==> src/rtl/hcf_pkg.sv <==
// ----------------------------------------------------------------------------
// hcf_pkg: shared types and saturating arithmetic
// Word format, configuration layout and clipping helpers for the contact core.
// ----------------------------------------------------------------------------
package hcf_pkg;

    localparam int WORD_W = 32;
    localparam int FRAC_W = 16;
    localparam int CFG_W  = 31;
    localparam int IDX_W  = 3;
    localparam int PROD_W = 2 * WORD_W;
    localparam int DIV_W  = WORD_W + FRAC_W;
    localparam int CNT_W  = $clog2(DIV_W + 1);

    localparam logic [IDX_W-1:0] CFG_LOADING_STIFFNESS     = IDX_W'(0);
    localparam logic [IDX_W-1:0] CFG_LIMIT_STIFFNESS       = IDX_W'(1);
    localparam logic [IDX_W-1:0] CFG_ADHESION_STIFFNESS    = IDX_W'(2);
    localparam logic [IDX_W-1:0] CFG_DAMPING_COEFFICIENT   = IDX_W'(3);
    localparam logic [IDX_W-1:0] CFG_PLASTIC_LIMIT_OVERLAP = IDX_W'(4);
    localparam logic [IDX_W-1:0] CFG_PLASTIC_OVERLAP_CAP   = IDX_W'(5);

    localparam logic [CFG_W-1:0] RST_LOADING_STIFFNESS     = CFG_W'(65536);
    localparam logic [CFG_W-1:0] RST_LIMIT_STIFFNESS       = CFG_W'(131072);
    localparam logic [CFG_W-1:0] RST_ADHESION_STIFFNESS    = CFG_W'(0);
    localparam logic [CFG_W-1:0] RST_DAMPING_COEFFICIENT   = CFG_W'(0);
    localparam logic [CFG_W-1:0] RST_PLASTIC_LIMIT_OVERLAP = CFG_W'(65536);
    localparam logic [CFG_W-1:0] RST_PLASTIC_OVERLAP_CAP   = CFG_W'(65536);

    typedef logic signed [WORD_W-1:0] t_word;

    localparam t_word Q_MAX = {1'b0, {(WORD_W-1){1'b1}}};
    localparam t_word Q_MIN = {1'b1, {(WORD_W-1){1'b0}}};

    typedef struct packed {
        logic  sat;
        t_word val;
    } t_sv;

    typedef struct packed {
        t_word overlap;
        t_word normal_velocity;
        logic  new_contact;
        logic  neg;
    } t_item;

    typedef struct packed {
        logic [CFG_W-1:0] k1;
        logic [CFG_W-1:0] kp;
        logic [CFG_W-1:0] kc;
        logic [CFG_W-1:0] g0;
        logic [CFG_W-1:0] dpm;
        logic [CFG_W-1:0] dpn;
    } t_cfg;

    function automatic logic [WORD_W-1:0] f_mag(input t_word a);
        logic [WORD_W-1:0] r;
        r = a[WORD_W-1] ? WORD_W'(-a) : WORD_W'(a);
        return r;
    endfunction

    function automatic t_sv f_clip(input logic neg, input logic [DIV_W-1:0] m);
        t_sv r;
        logic [DIV_W-1:0] lim;
        lim = DIV_W'(Q_MAX);
        if (!neg) begin
            if (m > lim) begin
                r.sat = 1'b1;
                r.val = Q_MAX;
            end else begin
                r.sat = 1'b0;
                r.val = t_word'(m[WORD_W-1:0]);
            end
        end else begin
            if (m > lim) begin
                r.sat = (m != lim + DIV_W'(1));
                r.val = Q_MIN;
            end else begin
                r.sat = 1'b0;
                r.val = t_word'(0) - t_word'(m[WORD_W-1:0]);
            end
        end
        return r;
    endfunction

    function automatic t_sv f_add(input t_word a, input t_word b);
        t_sv r;
        logic signed [WORD_W:0] s;
        s = {a[WORD_W-1], a} + {b[WORD_W-1], b};
        r.sat = (s[WORD_W] != s[WORD_W-1]);
        r.val = r.sat ? (s[WORD_W] ? Q_MIN : Q_MAX) : t_word'(s[WORD_W-1:0]);
        return r;
    endfunction

    function automatic t_sv f_sub(input t_word a, input t_word b);
        t_sv r;
        logic signed [WORD_W:0] s;
        s = {a[WORD_W-1], a} - {b[WORD_W-1], b};
        r.sat = (s[WORD_W] != s[WORD_W-1]);
        r.val = r.sat ? (s[WORD_W] ? Q_MIN : Q_MAX) : t_word'(s[WORD_W-1:0]);
        return r;
    endfunction

    function automatic t_word f_ext(input logic [CFG_W-1:0] k);
        return t_word'({1'b0, k});
    endfunction

endpackage

==> src/rtl/hcf_front.sv <==
// ----------------------------------------------------------------------------
// hcf_front: intake and item queue
// Accepts items, flags negative overlap and holds them in a short queue.
// ----------------------------------------------------------------------------
module hcf_front #(
    parameter int QUEUE_DEPTH = 2
) (
    input  logic           i_clk,
    input  logic           i_rst_n,
    input  logic           i_valid,
    output logic           o_ready,
    input  hcf_pkg::t_item i_item,
    output logic           o_valid,
    output hcf_pkg::t_item o_item,
    input  logic           i_take
);
    localparam int PTR_W = (QUEUE_DEPTH > 1) ? $clog2(QUEUE_DEPTH) : 1;
    localparam int CNT_W = $clog2(QUEUE_DEPTH + 1);

    hcf_pkg::t_item   r_mem [QUEUE_DEPTH];
    logic [PTR_W-1:0] r_wr_ptr, n_wr_ptr;
    logic [PTR_W-1:0] r_rd_ptr, n_rd_ptr;
    logic [CNT_W-1:0] r_count, n_count;
    hcf_pkg::t_item   push_item;
    logic             push, pop;

    assign o_ready = (r_count < CNT_W'(QUEUE_DEPTH));
    assign o_valid = (r_count != '0);
    assign push    = i_valid && o_ready;
    assign pop     = i_take && o_valid;

    always_comb begin
        push_item     = i_item;
        push_item.neg = i_item.overlap[hcf_pkg::WORD_W-1];
        n_wr_ptr = r_wr_ptr;
        n_rd_ptr = r_rd_ptr;
        if (push) begin
            n_wr_ptr = (r_wr_ptr == PTR_W'(QUEUE_DEPTH - 1)) ? '0 : r_wr_ptr + PTR_W'(1);
        end
        if (pop) begin
            n_rd_ptr = (r_rd_ptr == PTR_W'(QUEUE_DEPTH - 1)) ? '0 : r_rd_ptr + PTR_W'(1);
        end
        n_count = r_count + CNT_W'(push) - CNT_W'(pop);
    end

    always_ff @(posedge i_clk) begin
        if (push) begin
            r_mem[r_wr_ptr] <= push_item;
        end
    end

    always_ff @(posedge i_clk) begin
        o_item <= r_mem[n_rd_ptr];
        if (push && (n_rd_ptr == r_wr_ptr)) begin
            o_item <= push_item;
        end
    end

    always_ff @(posedge i_clk) begin
        if (!i_rst_n) begin
            r_wr_ptr <= '0;
            r_rd_ptr <= '0;
            r_count  <= '0;
        end else begin
            r_wr_ptr <= n_wr_ptr;
            r_rd_ptr <= n_rd_ptr;
            r_count  <= n_count;
        end
    end
endmodule

==> config.mk <==
export PLATFORM = sky130hd
export DESIGN_NAME = hcf_front
export DESIGN_NICKNAME = d
export VERILOG_FILES = /design/src/rtl/hcf_pkg.sv /design/src/rtl/hcf_front.sv
export SDC_FILE = /design/constraint.sdc
export NUM_CORES = 1
export LEC_CHECK = 0
export BUFFER_PORTS_ARGS = -buffer_cell sky130_fd_sc_hd__buf_2
export CAP_MARGIN = 40
export CORE_ASPECT_RATIO = 0.7
export CORE_MARGIN = 1.5
export CORE_UTILIZATION = 56
export CTS_BUF_LIST = sky130_fd_sc_hd__clkbuf_8 sky130_fd_sc_hd__clkbuf_16
export CTS_CLUSTER_DIAMETER = 50
export DETAILED_ROUTE_END_ITERATION = 8
export PLACE_DENSITY_LB_ADDON = 0.08
export SKIP_CTS_REPAIR_TIMING = 1
export SLEW_MARGIN = 20
export SYNTH_ARGS = -nofsm -noshare
export SYNTH_HDL_FRONTEND = slang
export SYNTH_SLANG_ARGS = --single-unit
==> constraint.sdc <==
create_clock -name i_clk -period 9.4 [get_ports i_clk]
set_input_delay 1.41 -clock i_clk [delete_from_list [all_inputs] [get_ports i_clk]]
set_output_delay 1.41 -clock i_clk [all_outputs]
set_load 0.1 [all_outputs]
* Yosys cells after proc, flatten, opt, wreduce, memory -nomap -nowiden
Memory sizes are Yosys's and may differ from the RTL's. A register that Yosys moved wholly into a read port is not among the register bits. Cells that the tools add are included. W data, S select, Z words.
Operators by class: add/subtract/negate cells 4, $lt $le $gt $ge 1, multiplexer cells 5, reductions and logical operators 3
Operators by type and width (count):
- $mux W1 | 5
- $add A1 B1 Y1 const B | 2
- $add A2 B1 Y2 | 1
- $logic_and A1 B1 Y1 | 2
- $lt A2 B2 Y1 const B | 1
- $reduce_bool A2 Y1 | 1
- $sub A2 B1 Y2 | 1
Storage, ports and cells: register bits after elaboration 4, bits in writable memories 132, bits of input ports 70, output and inout bits 68, logic and storage cells 17, memories kept 1
Memory list:
- r_mem | depth 2, width 66, rd ports 1, clocked after memory_dff 1, write ports 1, RTL line hcf_front.sv:20 | hcf_pkg::t_item r_mem [QUEUE_DEPTH];

* Longest topological paths before layout
depth after elaboration 4, depth in mapped cells 6, gate-level depth less buffers 6

* Least setup slack after synthesis
No wires, ideal clock.
kind input to register, start input port i_valid, end memory r_mem[0][0] (netlist bit), enable pin, setup time 0.490 ns, arrival 4.223 ns, required time 8.910 ns, slack 4.687 ns, stages 2, path buffers 0, path through nand2b_1 -> nor2_1
Between the ends: cells in the longest elaborated chain, start to end 3
RTL lines:
- start: declaration | RTL line hcf_front.sv:10 | input logic i_valid,
- $logic_and A1 B1 Y1 | RTL line hcf_front.sv:29 | assign push = i_valid && o_ready;
- $mux W1 | RTL line hcf_front.sv:47 | if (push) begin
- $mux W1 (implied by the code) | RTL line hcf_front.sv:48 | r_mem[r_wr_ptr] <= push_item;
- end: declaration | RTL line hcf_front.sv:20
No other way between the ends.

==> results.txt <==
----------------------------------------------------
[Run status]
  Result of the run ... finished clean

[Critical path]
  Capturing element of the worst setup path ... o_item[54]
  Register-to-register path setup slack ... around 7.3 ns
  Worst flop-to-flop path startpoint ... r_count[1]
  Biggest fanout along the worst timing path ... 40
  CP Capture Type ... output port
  Worst EP arrival ... approximately 2.2 ns
  Reg2reg end ... r_mem[1][32]
  Critical path start-end classification ... reg -> out
  Cells on worst reg2reg path ... 3
  Startpoint types ... flip-flop
  WP data required ... 7.99 ns

[Global route]
  Number of global-route vias before repair ... 2,636
  Pin count of the biggest net entering global routing ... 41
  First-pass GRT wire length ... about 13,000 um
  Overflow left after global routing ... 0
  Global Route Usage Sum ... a little under a fifth
  Antenna violations before repair ... 0

[Cells and area]
  Sequential standard cell area ... 4008 um2
  Area used by multi-input combinational logic ... about 1100 um2
  Layout overhead on the synthesized area ... 25.90%
  N_diodes ... 0
  # nets final ... ~450
  Ratio of cells with drive above 1 in the final layout ... 58.72%
  Count of fill cells added during filler insertion ... 615

[Synthesis]
  Top cell types by occurrence after synthesis ... sky130_fd_sc_hd__edfxtp_1 (130), sky130_fd_sc_hd__mux2_4 (50), sky130_fd_sc_hd__mux2_2 (15), sky130_fd_sc_hd__buf_6 (6), sky130_fd_sc_hd__dfxtp_1 (5)
  Biggest area contributors in the synthesized netlist ... sky130_fd_sc_hd__edfxtp_1 (76%), sky130_fd_sc_hd__mux2_4 (15%), sky130_fd_sc_hd__mux2_2 (3.3%), sky130_fd_sc_hd__dfxtp_1 (1.9%), sky130_fd_sc_hd__buf_6 (1.3%)
  Library cell with the highest instance count after synthesis ... sky130_fd_sc_hd__edfxtp_1
  Number of instances in the synthesized netlist ... between 200 and 250
  EDFF count, synth ... 130
  Total number of yosys warnings ... 0
  Synthesized area divided by synthesized cell count ... 22.42 um2
  Post-Syn Area ... roughly 5100 um2
  Net count after synthesis ... 300
  Yosys cell types ... 21
  Area share of the largest cell type after synthesis ... between 70 and 80%
  Number of synthesized register bits ... between 100 and 150
  Largest area contributor in the netlist ... sky130_fd_sc_hd__edfxtp_1
  Share of synthesized registers carrying an async set or reset ... 0%
  Dominant synthesized flop cell ... sky130_fd_sc_hd__edfxtp_1
  Sequential area share after synthesis ... between 70% and 80%

[Floorplan]
  Die width ... between 100 and 150 um
  I/O pin total ... between 100 and 150
  Overall die height ... between 80 and 90 um
  Initial cell density of the core ... between 50% and 60%
  Site Rows ... 29
  Core Area ... around 9000 um2
  Die area ... between 9000 and 10,000 um2

[CTS]
  Source-to-sink clock delay at the later pin of the worst-skew pair ... ~0.4 ns
  Clock net sink count ... between 100 and 150
  Number of CTS-inserted buffers ... 17
  CTS clock-pin slew for the worst setup and hold paths ... around 0.050 ns
  TritonCTS clock tree ... built
  Level count of the clock H-tree ... 4
  Root Driver ... sky130_fd_sc_hd__clkbuf_16
  Number of buffers between clock root and the deepest sink ... 2

[Timing]
  Worst-case hold slack ... approximately 0.44 ns
  Largest clock skew in the final design ... between 0.008 and 0.009 ns
  Setup repair after global routing missed its margin ... no
  Post-route setup slack ... roughly 5.8 ns
  Final worst path period need ... approximately 3.6 ns
  Setup-violating endpoint count in the final report ... 0
  Worst slew margin relative to its limit ... 51.13%
  Tcrit/Tclk final ... between 30% and 40%
  Achievable frequency ... 0.2798 GHz
  Transition time of the tightest slew-check pin ... approximately 0.73 ns
  Count of endpoints failing hold in the final timing report ... 0
  Setup Total Neg Slack ... 0 ns
  Final number of max-transition violations ... 0

[Detailed routing]
  Initial DRC count ... ~160
  Total number of vias ... ~2,600
  Aggregate routed wire length ... around 8300 um
  Post-DRT Antenna Nets ... 0
  Number of iterations in the first detailed-routing pass ... 4
  Via count normalized by instance count ... ~5
  Routed length per placed instance ... roughly 16 um
  Post-route DRC ... 0

[Power]
  Static leakage ... roughly 0.0026 uW
  Power density relative to cell area ... roughly 360 nW/um2
  Largest vdd supply drop ... around 0.2 mV

[Placement]
  # port buffers ... 136
  Weighted congestion at the end of routability-driven global placement ... just under 0.7
  Post-detail-place hpwl ... roughly 5300 um
  Pre-CTS setup slack ... 6.176 ns

[Hold path]
  Class of the tightest hold or removal check ... reg -> reg

[Job]
  Number of maximum-capacitance violations ... 0

----------------------------------------------------
==> per-layer routing <==
metal  track usage, %  up-vias  routed length, um
li1                 -     1208                  -
met1            22.00     1271               3445
met2            28.72       82               4099
met3            8.242       12                675
met4            8.426        0                129
met5                0        -                  0
==> sequential cells by signal (all words and copies together), names as in the netlist, named ones only <==
signal / cells
r_count: 2
r_mem: 130
r_rd_ptr: 1
r_wr_ptr: 1
==> how the worst min path moves through the flow <==
stage / startpoint / end / slack, ns / cells after the start
global placement: r_rd_ptr / flip-flop / 0.43 / 1
finish: r_rd_ptr / flip-flop / 0.44 / 1
global route: r_rd_ptr / flip-flop / 0.46 / 1
floorplan: r_rd_ptr / flip-flop / 0.43 / 1
detailed placement: r_rd_ptr / flip-flop / 0.44 / 1
CTS: r_rd_ptr / flip-flop / 0.44 / 1
==> stage by stage <==
stage / instance area, um2 / instances / total power (uW) / utilization [%]
floorplan: 5135 / 229 / 1654 / -
finish: 6465 / 514 / 2307 / 71.84
CTS: 6465 / 514 / 2329 / 71.84
global route: 6465 / 514 / 2378 / 71.84
global placement: 5918 / 483 / 1754 / 65.77
detailed placement: 5966 / 485 / 1765 / 66.30
==> logic make-up (layout without fill, tap and decap cells) <==
logic type	Yosys count	after routing	share of synthesized area [%]
compound gates	5	5	0.6580
simple gates	11	11	1.145
mux	66	66	18.10
xor+xnor	1	1	0.1706
fa+ha+maj	1	1	0.2436
buf+inv	10	171	1.706
flops	135	135	77.97
==> critical path, stage by stage (launching register included) <==
cell and delay [ns]:
sky130_fd_sc_hd__dfxtp_4 0.79, sky130_fd_sc_hd__buf_12 0.31, sky130_fd_sc_hd__mux2_2 0.37, sky130_fd_sc_hd__buf_2 0.29
==> power breakdown <==
part | leakage (uW) | switching, uW | internal, uW
clock | 0.000257 | 212 | 348
sequential | 0.00126 | 47.8 | 735
combinational | 0.00105 | 750 | 214
total | 0.00257 | 1010 | 1300
==> layout make-up <==
type	count	area share (%)
clock buffer	17	6.580
clock inverter	12	1.142
inverter	2	0.1161
multi-input combinational	84	16.28
sequential	135	61.99
tap	124	2.400
timing repair buffer	140	11.50
==> placed cells by master (no fill, tap or decap), types with 2 or more instances in the layout <==
| cell | instances |
|---|---|
| sky130_fd_sc_hd__buf_4 | 2 |
| sky130_fd_sc_hd__and2_1 | 3 |
| sky130_fd_sc_hd__mux2_4 | 50 |
| sky130_fd_sc_hd__o21ai_0 | 2 |
| sky130_fd_sc_hd__nand2b_1 | 2 |
| sky130_fd_sc_hd__inv_1 | 5 |
| sky130_fd_sc_hd__nand2_1 | 3 |
| sky130_fd_sc_hd__clkinv_2 | 2 |
| sky130_fd_sc_hd__edfxtp_1 | 130 |
| sky130_fd_sc_hd__dfxtp_1 | 4 |
| sky130_fd_sc_hd__mux2_2 | 15 |
| sky130_fd_sc_hd__buf_2 | 136 |
| sky130_fd_sc_hd__clkinv_1 | 6 |
| sky130_fd_sc_hd__clkbuf_16 | 17 |
(Power assumes the default switching activity.)
