--- config.mk ---
export PLATFORM = sky130hd
export DESIGN_NAME = hcf_back
export DESIGN_NICKNAME = d
export VERILOG_FILES = /design/src/rtl/hcf_pkg.sv /design/src/rtl/hcf_back.sv
export SDC_FILE = /design/constraint.sdc
export NUM_CORES = 2
export LEC_CHECK = 0
export BUFFER_PORTS_ARGS = -buffer_cell sky130_fd_sc_hd__buf_2
export CAP_MARGIN = 20
export CORE_MARGIN = 2
export CORE_UTILIZATION = 35
export DETAILED_ROUTE_END_ITERATION = 16
export GPL_ROUTABILITY_DRIVEN = 0
export PLACE_DENSITY = 0.48
export SLEW_MARGIN = 20
export SYNTH_ARGS = -nofsm -noshare
export SYNTH_HDL_FRONTEND = slang
export SYNTH_SLANG_ARGS = --single-unit
--- constraint.sdc ---
create_clock -name i_clk -period 9.15 [get_ports i_clk]
set_input_delay 0.915 -clock i_clk [delete_from_list [all_inputs] [get_ports i_clk]]
set_output_delay 0.915 -clock i_clk [all_outputs]
set_load 0.01 [all_outputs]
--- src/rtl/hcf_pkg.sv ---
// ----------------------------------------------------------------------------
// hcf_pkg: shared types and saturating arithmetic
// Word format, configuration layout and clipping helpers for the contact core.
// ----------------------------------------------------------------------------
package hcf_pkg;

    localparam int WORD_W = 32;
    localparam int FRAC_W = 16;
    localparam int CFG_W  = 31;
    localparam int IDX_W  = 3;
    localparam int PROD_W = 2 * WORD_W;
    localparam int DIV_W  = WORD_W + FRAC_W;
    localparam int CNT_W  = $clog2(DIV_W + 1);

    localparam logic [IDX_W-1:0] CFG_LOADING_STIFFNESS     = IDX_W'(0);
    localparam logic [IDX_W-1:0] CFG_LIMIT_STIFFNESS       = IDX_W'(1);
    localparam logic [IDX_W-1:0] CFG_ADHESION_STIFFNESS    = IDX_W'(2);
    localparam logic [IDX_W-1:0] CFG_DAMPING_COEFFICIENT   = IDX_W'(3);
    localparam logic [IDX_W-1:0] CFG_PLASTIC_LIMIT_OVERLAP = IDX_W'(4);
    localparam logic [IDX_W-1:0] CFG_PLASTIC_OVERLAP_CAP   = IDX_W'(5);

    localparam logic [CFG_W-1:0] RST_LOADING_STIFFNESS     = CFG_W'(65536);
    localparam logic [CFG_W-1:0] RST_LIMIT_STIFFNESS       = CFG_W'(131072);
    localparam logic [CFG_W-1:0] RST_ADHESION_STIFFNESS    = CFG_W'(0);
    localparam logic [CFG_W-1:0] RST_DAMPING_COEFFICIENT   = CFG_W'(0);
    localparam logic [CFG_W-1:0] RST_PLASTIC_LIMIT_OVERLAP = CFG_W'(65536);
    localparam logic [CFG_W-1:0] RST_PLASTIC_OVERLAP_CAP   = CFG_W'(65536);

    typedef logic signed [WORD_W-1:0] t_word;

    localparam t_word Q_MAX = {1'b0, {(WORD_W-1){1'b1}}};
    localparam t_word Q_MIN = {1'b1, {(WORD_W-1){1'b0}}};

    typedef struct packed {
        logic  sat;
        t_word val;
    } t_sv;

    typedef struct packed {
        t_word overlap;
        t_word normal_velocity;
        logic  new_contact;
        logic  neg;
    } t_item;

    typedef struct packed {
        logic [CFG_W-1:0] k1;
        logic [CFG_W-1:0] kp;
        logic [CFG_W-1:0] kc;
        logic [CFG_W-1:0] g0;
        logic [CFG_W-1:0] dpm;
        logic [CFG_W-1:0] dpn;
    } t_cfg;

    function automatic logic [WORD_W-1:0] f_mag(input t_word a);
        logic [WORD_W-1:0] r;
        r = a[WORD_W-1] ? WORD_W'(-a) : WORD_W'(a);
        return r;
    endfunction

    function automatic t_sv f_clip(input logic neg, input logic [DIV_W-1:0] m);
        t_sv r;
        logic [DIV_W-1:0] lim;
        lim = DIV_W'(Q_MAX);
        if (!neg) begin
            if (m > lim) begin
                r.sat = 1'b1;
                r.val = Q_MAX;
            end else begin
                r.sat = 1'b0;
                r.val = t_word'(m[WORD_W-1:0]);
            end
        end else begin
            if (m > lim) begin
                r.sat = (m != lim + DIV_W'(1));
                r.val = Q_MIN;
            end else begin
                r.sat = 1'b0;
                r.val = t_word'(0) - t_word'(m[WORD_W-1:0]);
            end
        end
        return r;
    endfunction

    function automatic t_sv f_add(input t_word a, input t_word b);
        t_sv r;
        logic signed [WORD_W:0] s;
        s = {a[WORD_W-1], a} + {b[WORD_W-1], b};
        r.sat = (s[WORD_W] != s[WORD_W-1]);
        r.val = r.sat ? (s[WORD_W] ? Q_MIN : Q_MAX) : t_word'(s[WORD_W-1:0]);
        return r;
    endfunction

    function automatic t_sv f_sub(input t_word a, input t_word b);
        t_sv r;
        logic signed [WORD_W:0] s;
        s = {a[WORD_W-1], a} - {b[WORD_W-1], b};
        r.sat = (s[WORD_W] != s[WORD_W-1]);
        r.val = r.sat ? (s[WORD_W] ? Q_MIN : Q_MAX) : t_word'(s[WORD_W-1:0]);
        return r;
    endfunction

    function automatic t_word f_ext(input logic [CFG_W-1:0] k);
        return t_word'({1'b0, k});
    endfunction

endpackage

--- src/rtl/hcf_back.sv ---
// ----------------------------------------------------------------------------
// hcf_back: force sequencer
// Runs the contact law on one item at a time with a shared multiplier and a
// radix-2 divider, keeps the contact history and holds the result register.
// ----------------------------------------------------------------------------
module hcf_back (
    input  logic                  i_clk,
    input  logic                  i_rst_n,
    input  hcf_pkg::t_cfg         i_cfg,
    input  logic                  i_valid,
    input  hcf_pkg::t_item        i_item,
    output logic                  o_take,
    output logic                  o_valid,
    input  logic                  i_ready,
    output logic                  o_in_contact,
    output hcf_pkg::t_word        o_normal_force,
    output logic                  o_saturated
);
    localparam int ST_W = 5;
    localparam logic [ST_W-1:0] ST_IDLE   = 5'd0;
    localparam logic [ST_W-1:0] ST_CHK    = 5'd1;
    localparam logic [ST_W-1:0] ST_K2B    = 5'd2;
    localparam logic [ST_W-1:0] ST_K2C    = 5'd3;
    localparam logic [ST_W-1:0] ST_K2D    = 5'd4;
    localparam logic [ST_W-1:0] ST_NEWMAX = 5'd5;
    localparam logic [ST_W-1:0] ST_PN0    = 5'd6;
    localparam logic [ST_W-1:0] ST_PN1    = 5'd7;
    localparam logic [ST_W-1:0] ST_PN2    = 5'd8;
    localparam logic [ST_W-1:0] ST_T0     = 5'd9;
    localparam logic [ST_W-1:0] ST_T1     = 5'd10;
    localparam logic [ST_W-1:0] ST_T2     = 5'd11;
    localparam logic [ST_W-1:0] ST_T3     = 5'd12;
    localparam logic [ST_W-1:0] ST_BR     = 5'd13;
    localparam logic [ST_W-1:0] ST_AD1    = 5'd14;
    localparam logic [ST_W-1:0] ST_AD2    = 5'd15;
    localparam logic [ST_W-1:0] ST_FIN    = 5'd16;
    localparam logic [ST_W-1:0] ST_OUT    = 5'd17;
    localparam logic [ST_W-1:0] ST_NEG    = 5'd18;
    localparam logic [ST_W-1:0] ST_MULW   = 5'd19;
    localparam logic [ST_W-1:0] ST_DIVR   = 5'd20;

    localparam int W  = hcf_pkg::WORD_W;
    localparam int F  = hcf_pkg::FRAC_W;
    localparam int PW = hcf_pkg::PROD_W;
    localparam int DW = hcf_pkg::DIV_W;
    localparam int CW = hcf_pkg::CNT_W;

    logic [ST_W-1:0] r_state, n_state, r_ret, n_ret;
    hcf_pkg::t_word  r_max, n_max, r_zfo, n_zfo, r_prev, n_prev;
    hcf_pkg::t_word  r_d, n_d, r_v, n_v, r_k2, n_k2, r_k1e, n_k1e;
    hcf_pkg::t_word  r_x, n_x, r_t, n_t, r_l, n_l, r_a, n_a, r_fh, n_fh;
    logic            r_neg, n_neg, r_adh, n_adh, r_sat, n_sat;
    logic [W-1:0]    r_ma, n_ma, r_mb, n_mb;
    logic            r_mneg, n_mneg;
    logic [PW-1:0]   r_prod;
    logic [DW-1:0]   r_dq, n_dq;
    logic [W-1:0]    r_rem, n_rem, r_dvs, n_dvs;
    logic            r_dneg, n_dneg;
    logic [CW-1:0]   r_cnt, n_cnt;
    logic            r_ovalid, n_ovalid, r_oc, n_oc, r_os, n_os;
    hcf_pkg::t_word  r_of, n_of;

    hcf_pkg::t_word  k1, kp, kc, g0, dpm, dpn, k2c;
    hcf_pkg::t_sv    mul_r, div_r, s1;
    logic [DW-1:0]   div_m;
    logic [W:0]      rem_sh;
    logic            ge, out_free, sat_or, mreq, dreq;
    hcf_pkg::t_word  ma_in, mb_in, da_in, db_in;
    logic [ST_W-1:0] ret_in;

    assign k1  = hcf_pkg::f_ext(i_cfg.k1);
    assign kp  = hcf_pkg::f_ext(i_cfg.kp);
    assign kc  = hcf_pkg::f_ext(i_cfg.kc);
    assign g0  = hcf_pkg::f_ext(i_cfg.g0);
    assign dpm = hcf_pkg::f_ext(i_cfg.dpm);
    assign dpn = hcf_pkg::f_ext(i_cfg.dpn);

    assign mul_r    = hcf_pkg::f_clip(r_mneg, r_prod[PW-1:F]);
    assign div_m    = ((r_dvs == '0) && (r_dq != '0)) ? '1 : r_dq;
    assign div_r    = hcf_pkg::f_clip(r_dneg, div_m);
    assign rem_sh   = {r_rem, r_dq[DW-1]};
    assign ge       = (rem_sh >= {1'b0, r_dvs});
    assign out_free = !r_ovalid || i_ready;

    assign o_take         = (r_state == ST_IDLE) && i_valid;
    assign o_valid        = r_ovalid;
    assign o_in_contact   = r_oc;
    assign o_normal_force = r_of;
    assign o_saturated    = r_os;

    always_comb begin
        n_state = r_state;  n_ret = r_ret;
        n_max = r_max;  n_zfo = r_zfo;  n_prev = r_prev;
        n_d = r_d;  n_v = r_v;  n_k2 = r_k2;  n_k1e = r_k1e;
        n_x = r_x;  n_t = r_t;  n_l = r_l;  n_a = r_a;  n_fh = r_fh;
        n_neg = r_neg;  n_adh = r_adh;  n_sat = r_sat;
        n_ma = r_ma;  n_mb = r_mb;  n_mneg = r_mneg;
        n_dq = r_dq;  n_rem = r_rem;  n_dvs = r_dvs;  n_dneg = r_dneg;  n_cnt = r_cnt;
        n_ovalid = r_ovalid;  n_oc = r_oc;  n_os = r_os;  n_of = r_of;
        mreq = 1'b0;  dreq = 1'b0;  sat_or = 1'b0;
        ma_in = '0;  mb_in = '0;  da_in = '0;  db_in = '0;  ret_in = ST_IDLE;
        s1 = '0;  k2c = '0;
        if (r_ovalid && i_ready) begin
            n_ovalid = 1'b0;
        end
        unique case (r_state)
            ST_IDLE: begin
                if (i_valid) begin
                    n_d   = i_item.overlap;
                    n_v   = i_item.normal_velocity;
                    n_neg = i_item.neg;
                    n_sat = 1'b0;
                    if (i_item.new_contact) begin
                        n_max  = '0;
                        n_zfo  = '0;
                        n_prev = '0;
                    end
                    n_state = ST_CHK;
                end
            end
            ST_CHK: begin
                if (r_neg) begin
                    n_state = ST_NEG;
                end else if ((dpm == '0) || (r_max >= dpm)) begin
                    n_k2    = kp;
                    n_state = ST_K2D;
                end else begin
                    s1     = hcf_pkg::f_sub(kp, k1);
                    n_x    = s1.val;
                    sat_or = s1.sat;
                    dreq   = 1'b1;  da_in = r_max;  db_in = dpm;  ret_in = ST_K2B;
                end
            end
            ST_K2B: begin
                sat_or = div_r.sat;
                mreq   = 1'b1;  ma_in = r_x;  mb_in = div_r.val;  ret_in = ST_K2C;
            end
            ST_K2C: begin
                s1      = hcf_pkg::f_add(k1, mul_r.val);
                n_k2    = s1.val;
                sat_or  = mul_r.sat | s1.sat;
                n_state = ST_K2D;
            end
            ST_K2D: begin
                k2c     = (r_k2 > kp) ? kp : r_k2;
                n_k2    = k2c;
                n_k1e   = (k1 > k2c) ? k2c : k1;
                n_state = ST_NEWMAX;
            end
            ST_NEWMAX: begin
                if (r_d > r_max) begin
                    n_max   = r_d;
                    n_adh   = 1'b0;
                    n_state = ST_PN0;
                end else begin
                    n_state = ST_T0;
                end
            end
            ST_PN0: begin
                s1     = hcf_pkg::f_sub(r_k2, r_k1e);
                sat_or = s1.sat;
                dreq   = 1'b1;  da_in = s1.val;  db_in = r_k2;  ret_in = ST_PN1;
            end
            ST_PN1: begin
                sat_or = div_r.sat;
                mreq   = 1'b1;  ma_in = div_r.val;  mb_in = r_max;  ret_in = ST_PN2;
            end
            ST_PN2: begin
                sat_or  = mul_r.sat;
                n_zfo   = (mul_r.val < dpn) ? mul_r.val : dpn;
                n_state = r_adh ? ST_FIN : ST_T0;
            end
            ST_T0: begin
                s1     = hcf_pkg::f_sub(r_d, r_zfo);
                sat_or = s1.sat;
                mreq   = 1'b1;  ma_in = r_k2;  mb_in = s1.val;  ret_in = ST_T1;
            end
            ST_T1: begin
                n_t    = mul_r.val;
                sat_or = mul_r.sat;
                mreq   = 1'b1;  ma_in = r_k1e;  mb_in = r_d;  ret_in = ST_T2;
            end
            ST_T2: begin
                n_l    = mul_r.val;
                sat_or = mul_r.sat;
                mreq   = 1'b1;  ma_in = kc;  mb_in = r_d;  ret_in = ST_T3;
            end
            ST_T3: begin
                s1      = hcf_pkg::f_sub('0, mul_r.val);
                n_a     = s1.val;
                sat_or  = mul_r.sat | s1.sat;
                n_state = ST_BR;
            end
            ST_BR: begin
                priority if (r_t >= r_l) begin
                    n_fh    = (r_d < dpm) ? r_l : r_t;
                    n_state = ST_FIN;
                end else if (r_t > r_a) begin
                    n_fh    = r_t;
                    n_state = ST_FIN;
                end else if (r_d < r_prev) begin
                    n_fh   = r_a;
                    s1     = hcf_pkg::f_add(r_k2, kc);
                    sat_or = s1.sat;
                    mreq   = 1'b1;  ma_in = r_d;  mb_in = s1.val;  ret_in = ST_AD1;
                end else begin
                    n_fh    = r_t;
                    n_state = ST_FIN;
                end
            end
            ST_AD1: begin
                s1     = hcf_pkg::f_sub(r_k2, r_k1e);
                sat_or = mul_r.sat | s1.sat;
                dreq   = 1'b1;  da_in = mul_r.val;  db_in = s1.val;  ret_in = ST_AD2;
            end
            ST_AD2: begin
                n_max   = div_r.val;
                sat_or  = div_r.sat;
                n_adh   = 1'b1;
                n_state = ST_PN0;
            end
            ST_FIN: begin
                n_prev = r_d;
                mreq   = 1'b1;  ma_in = g0;  mb_in = r_v;  ret_in = ST_OUT;
            end
            ST_OUT: begin
                s1 = hcf_pkg::f_add(r_fh, mul_r.val);
                if (out_free) begin
                    n_ovalid = 1'b1;
                    n_oc     = 1'b1;
                    n_of     = s1.val;
                    n_os     = r_sat | mul_r.sat | s1.sat;
                    n_state  = ST_IDLE;
                end
            end
            ST_NEG: begin
                if (out_free) begin
                    n_ovalid = 1'b1;
                    n_oc     = 1'b0;
                    n_of     = '0;
                    n_os     = 1'b0;
                    n_state  = ST_IDLE;
                end
            end
            ST_MULW: begin
                n_state = r_ret;
            end
            ST_DIVR: begin
                n_rem = ge ? W'(rem_sh - {1'b0, r_dvs}) : rem_sh[W-1:0];
                n_dq  = {r_dq[DW-2:0], ge};
                n_cnt = r_cnt - CW'(1);
                if (r_cnt == CW'(1)) begin
                    n_state = r_ret;
                end
            end
            default: begin
                n_state = ST_IDLE;
            end
        endcase
        n_sat = n_sat | sat_or;
        if (mreq) begin
            n_ma    = hcf_pkg::f_mag(ma_in);
            n_mb    = hcf_pkg::f_mag(mb_in);
            n_mneg  = ma_in[W-1] ^ mb_in[W-1];
            n_ret   = ret_in;
            n_state = ST_MULW;
        end
        if (dreq) begin
            n_dq    = {hcf_pkg::f_mag(da_in), F'(0)};
            n_dvs   = hcf_pkg::f_mag(db_in);
            n_dneg  = da_in[W-1] ^ db_in[W-1];
            n_rem   = '0;
            n_cnt   = CW'(DW);
            n_ret   = ret_in;
            n_state = (db_in == '0) ? ret_in : ST_DIVR;
        end
    end

    always_ff @(posedge i_clk) begin
        r_prod <= r_ma * r_mb;
        r_ret  <= n_ret;
        r_d <= n_d;  r_v <= n_v;  r_k2 <= n_k2;  r_k1e <= n_k1e;
        r_x <= n_x;  r_t <= n_t;  r_l <= n_l;  r_a <= n_a;  r_fh <= n_fh;
        r_neg <= n_neg;  r_adh <= n_adh;  r_sat <= n_sat;
        r_ma <= n_ma;  r_mb <= n_mb;  r_mneg <= n_mneg;
        r_dq <= n_dq;  r_rem <= n_rem;  r_dvs <= n_dvs;  r_dneg <= n_dneg;
        r_cnt <= n_cnt;
        r_oc <= n_oc;  r_os <= n_os;  r_of <= n_of;
    end

    always_ff @(posedge i_clk) begin
        if (!i_rst_n) begin
            r_state  <= ST_IDLE;
            r_ovalid <= 1'b0;
            r_max    <= '0;
            r_zfo    <= '0;
            r_prev   <= '0;
        end else begin
            r_state  <= n_state;
            r_ovalid <= n_ovalid;
            r_max    <= n_max;
            r_zfo    <= n_zfo;
            r_prev   <= n_prev;
        end
    end
endmodule

# ---- Yosys cells after proc, flatten, opt, wreduce, memory -nomap -nowiden
# Cells that the tools add are included.
# Widths: inputs -> output; s select.
dict set report totals {
  register_bits 680
  latchBits 0
  mem_bits_rw 0
  mem_bits_ro 0
  output_inout_bits 36
  n_memories 0
}
dict set report classes {
  add_sub_neg 15
  mul 1
  div_mod_pow 0
  magnitude_cmp 12
  n_eq_ne 43
  shift 0
  muxes 108
  bitwise_logic 10
  reduce_logical 35
}
# operator n
set ops {}
lappend ops {{$mux 32} 37}
lappend ops {{$pmux 32 s3} 4}
lappend ops {{$pmux 32 s7} 1}
lappend ops {{$mux 33} 6}
lappend ops {{$pmux 32 s2} 3}
lappend ops {{$pmux 32 s6} 1}
lappend ops {{$mux 31} 6}
lappend ops {{$mux 48} 3}
lappend ops {{$gt 32x32->1} 4}
lappend ops {{$neg 32->32} 4}
lappend ops {{$add 32x32->33} 3}
lappend ops {{$gt 48x31->1 const B} 2}
lappend ops {{$logic_not 32->1} 3}
lappend ops {{$lt 32x32->1} 3}
lappend ops {{$ne 48x32->1 const B} 2}
lappend ops {{$mux 5} 14}
lappend ops {{$sub 32x32->33} 2}
lappend ops {{$pmux 5 s13} 1}
lappend ops {{$ge 32x32->1} 2}
lappend ops {{$mul 32x32->64} 1}
lappend ops {{$sub 1x32->32 const A} 2}
lappend ops {{$pmux 5 s10} 1}
lappend ops {{$reduce_bool 48->1} 1}
lappend ops {{$eq 5x4->1 const B} 8}
lappend ops {{39 further kinds} 110}

# ---- Depth between registers and ports, before layout
dict set report logic_depth {
  ltp_word 9
  ltp_mapped 34
  depth_no_buf 33
}

# ---- Least setup slack after synthesis
# Ideal clock, no wire load.
dict set report synth_timing {
  path_type {reg2reg}
  start {register r_mb[17]}
  end {register r_prod[63]}
  arrival_time_ps 8083
  required_time_ps 9078
  path_slack_ps 995
  stages_incl_launch_ff 33
  n_path_buf 1
  cell_sequence {edfxtp_1 -> clkbuf_1 -> and2_1 -> fa_1 -> inv_1 -> fa_1 -> inv_1 -> fa_1 -> inv_1 -> fa_1 -> inv_1 -> fa_1 -> fa_1 -> fa_1 -> inv_1 -> fa_1 -> inv_1 -> ha_1 -> a21o_1 -> a21o_1 -> a21oi_1 -> o21ai_0 -> a21oi_1 -> o22a_1 -> o21ai_0 -> nand4_1 -> nand3_1 -> a221o_1 -> a31o_2 -> a41o_1 -> a31o_2 -> a21oi_1 -> xnor2_1}
}
dict set report synth_via {
  elab_chain_len 1
}
# item line_no
set synth_rtl {}
lappend synth_rtl {{from (decl)} hcf_back.sv:53} ;# logic [W-1:0] r_ma, n_ma, r_mb, n_mb;
lappend synth_rtl {{from (signal assigned)} hcf_back.sv:285} ;# r_ma <= n_ma; r_mb <= n_mb; r_mneg <= n_mneg;
lappend synth_rtl {{$mul 32x32->64} hcf_back.sv:280} ;# r_prod <= r_ma * r_mb;
lappend synth_rtl {{to (signal assigned)} hcf_back.sv:280}
lappend synth_rtl {{to (decl)} hcf_back.sv:55} ;# logic [PW-1:0] r_prod;
# Every way passes these cells.
# A chain may end at the register's enable or synchronous reset.

# ---- Worst setup path after layout
dict set report layout_timing {
  start {register r_mb[2]}
  end {register r_prod[63]}
}
# Same word-level chain as after synthesis.

==> results.md <==
* Antenna violations before repair at 37
* Total length of routed wires at between 300 and 400 mm
* Startpoint types: register
* Pin count of the biggest net entering global routing at 76
* Status: complete, no violations
* Period utilisation layout at 0.952
* Kind of end point of the critical path: register
* Post-synthesis area per instance at between 8 and 9 µm²
* Most frequent cells in the layout: 1329 x inv_1, 973 x nand2_1, 902 x fa_1, 771 x ha_1, 617 x and2_1
* Worst path required time at ~9.8 ns
* Average wire per standard cell at 26.6 µm
* Via Count at between 70000 and 80000
* Die Y-Extent at slightly below 500 µm
* Min Clock Period, post-route at roughly 8.7 ns
* Overall global routing resource usage at 0.277
* Pre-CTS setup slack at 0.436 ns
* Iteration count of the initial detailed-routing pass at 14
* Buffer cell driving the clock tree root: clkbuf_16
* Post-CTS setup buffer count at 0
* Async set-or-reset flop fraction in the synthesized netlist at 0
* Placed Cells at 12700
* Fin Clk Skew at 0.0660 ns
* Max transition margin at 0.111
* Setup slack, reg-to-reg at roughly 0.44 ns
* First DRT Iteration DRCs at 8130
* CTS tree: done
* Synth Register Bits at 664
* Highest net fanout along the worst path at 25
* Final Slew Violations at 0
* Post-layout net count at ~12000
* Synthesized instance count at around 9400
* Post-synthesis sequential area ratio at 0.214
* Type of the worst min-delay path: in -> reg
* Most used DFF post-synth: edfxtp_1
* Standard cell core area at 238000 µm²
* Routed via count divided by cell count at approximately 5.6
* Synthesis warning total at 0
* Sinks on the clock net at around 660
* Share of layout cells above drive strength 1 at 0.0909
* Number of maximum-capacitance constraint violations at 0
* Most common library cell in the layout ignoring fill and taps: inv_1
* First-pass GRT wire length at just under 500 mm
* Slew @ Worst Pin at 1.33 ns
* DRC at 0
* Signed area change from the synthesized netlist to the final layout at 11.0%
* Yosys cell types at around 120
* Total half-perimeter wirelength after legalization and detailed placement at approximately 280 mm
* CP peak stage delay at 0.55 ns
* Worst path arrival time at 9.36 ns
* Buffers from clock root to sink, at most at 3
* Clk slew on worst S/H paths at ~0.060 ns
* Count of endpoints failing setup in the final report at 0
* Count of input and output buffers at 291
* Starting density of the core at 0.352
* Crit path kind: reg -> reg
* Sum of overflow across all layers after global routing at 0
* Setup repair after global routing missed its margin: no
* Hold violation count in the final report at 0
* Crit path top cell by count: fa_1
* Number of flops mapped to enable cells by yosys at about 460
* Combined area of all synthesized cells at roughly 84000 µm²
* Total CTS buffers at between 80 and 90
* Number of nets still failing antenna checks after routing at 0
* Post-CTS sizing at 0
* Total die area at around 240000 µm²
* Hold buffer count at cts at 0
* Largest registers: r_dq: 48 flops, r_prod: 48 flops
* Final std cells w/o fill at between 10000 and 15000
* Cell at the slowest stage of the critical path: fa_1
* I/O Pins at around 290
* Die outline width at ~500 µm
* Peak clock frequency supported by timing at between 0.1 and 0.15 GHz
* Final setup TNS at 0 ns
* Max H-tree Level at 3
* Number of rows created at floorplan at around 180
* Final setup margin at 0.438 ns
* Clock network latency to the later pin of the worst-skew pair at approximately 0.79 ns
* Via count of the first global-routing pass at between 70000 and 80000
* Syn nets at roughly 11000
-- synthesized netlist by cell type, drive strengths merged, types with 30 or more instances --
library cell	number	area share
a211oi	81	0.0073
a21o	227	0.020
a21oi	479	0.029
a222oi	64	0.0076
a22oi	179	0.016
a31oi	71	0.0054
and2	617	0.046
and3	46	0.0034
buf	48	0.0028
clkbuf	405	0.018
dfxtp	205	0.049
edfxtp	459	0.16
fa	902	0.22
ha	772	0.12
inv	1332	0.060
mux2i	72	0.0086
nand2	974	0.044
nand2b	64	0.0048
nand3	102	0.0062
nand4	82	0.0061
nor2	513	0.023
nor2b	79	0.0059
nor3	121	0.0076
nor4	68	0.0062
o211ai	75	0.0067
o21a	81	0.0073
o21ai	358	0.022
o22ai	32	0.0025
o31ai	30	0.0027
or2	30	0.0022
or3	38	0.0029
xnor2	213	0.022
xor2	148	0.015
-- cell families after synthesis --
group,share of synthesized area
compound gates,0.160
xor+xnor,0.0378
fa+ha+maj,0.333
buf+inv,0.0808
flops,0.214
mux,0.00941
simple gates,0.166
-- area by class of cell --
cell class	instances	area, µm²
fill	24000	145000
inverter	1334	5010
clock inverter	53	637
multi-input combinational	6922	59500
timing repair buffer	578	3760
clock buffer	102	2220
sequential	664	17900
antenna	13	32.5
tap	3167	3960
-- layer usage --
| metal | routed length, µm | track usage |
|---|---|---|
| met1 | 140000 | 0.359 |
| met3 | 31400 | 0.0696 |
| met5 | 177 | 0.00470 |
| met2 | 147000 | 0.417 |
| met4 | 23200 | 0.158 |
-- worst paths after layout --
| path | start | cells past startpoint | end |
|---|---|---|---|
| max | r_mb[2] | 30 | r_prod[63] |
| min | i_item[2] | 1 | r_v[0] |
| max reg2reg | r_mb[2] | 30 | r_prod[63] |
| min reg2reg | r_zfo[21] | 2 | r_zfo[21] |
-- per-stage QoR --
step | instance area [µm²] | hold WS, ns | util
detailed placement | 90100 | 0.446 | 0.379
global route | 92900 | 0.321 | 0.391
finish | 93000 | 0.316 | 0.391
floorplan | 83800 | 0.432 | -
CTS | 92900 | 0.292 | 0.391
global placement | 90000 | 0.441 | 0.379
-- critical path: cells and delay by family, from the launching register on --
| family | cells | cell delay (ns) |
|---|---|---|
| AOI/OAI and AO/OA | 11 | 2.58 |
| adders and majority gates | 9 | 4.34 |
| and+or+nand+nor | 3 | 0.48 |
| buffers and inverters | 6 | 0.64 |
| xor gates and xnor gates | 1 | 0.14 |
| DFF | 1 | 0.40 |
Power is left out: the tool's default activity adds up to more than one toggle a clock period on the data nets, which glitch-free logic cannot reach.
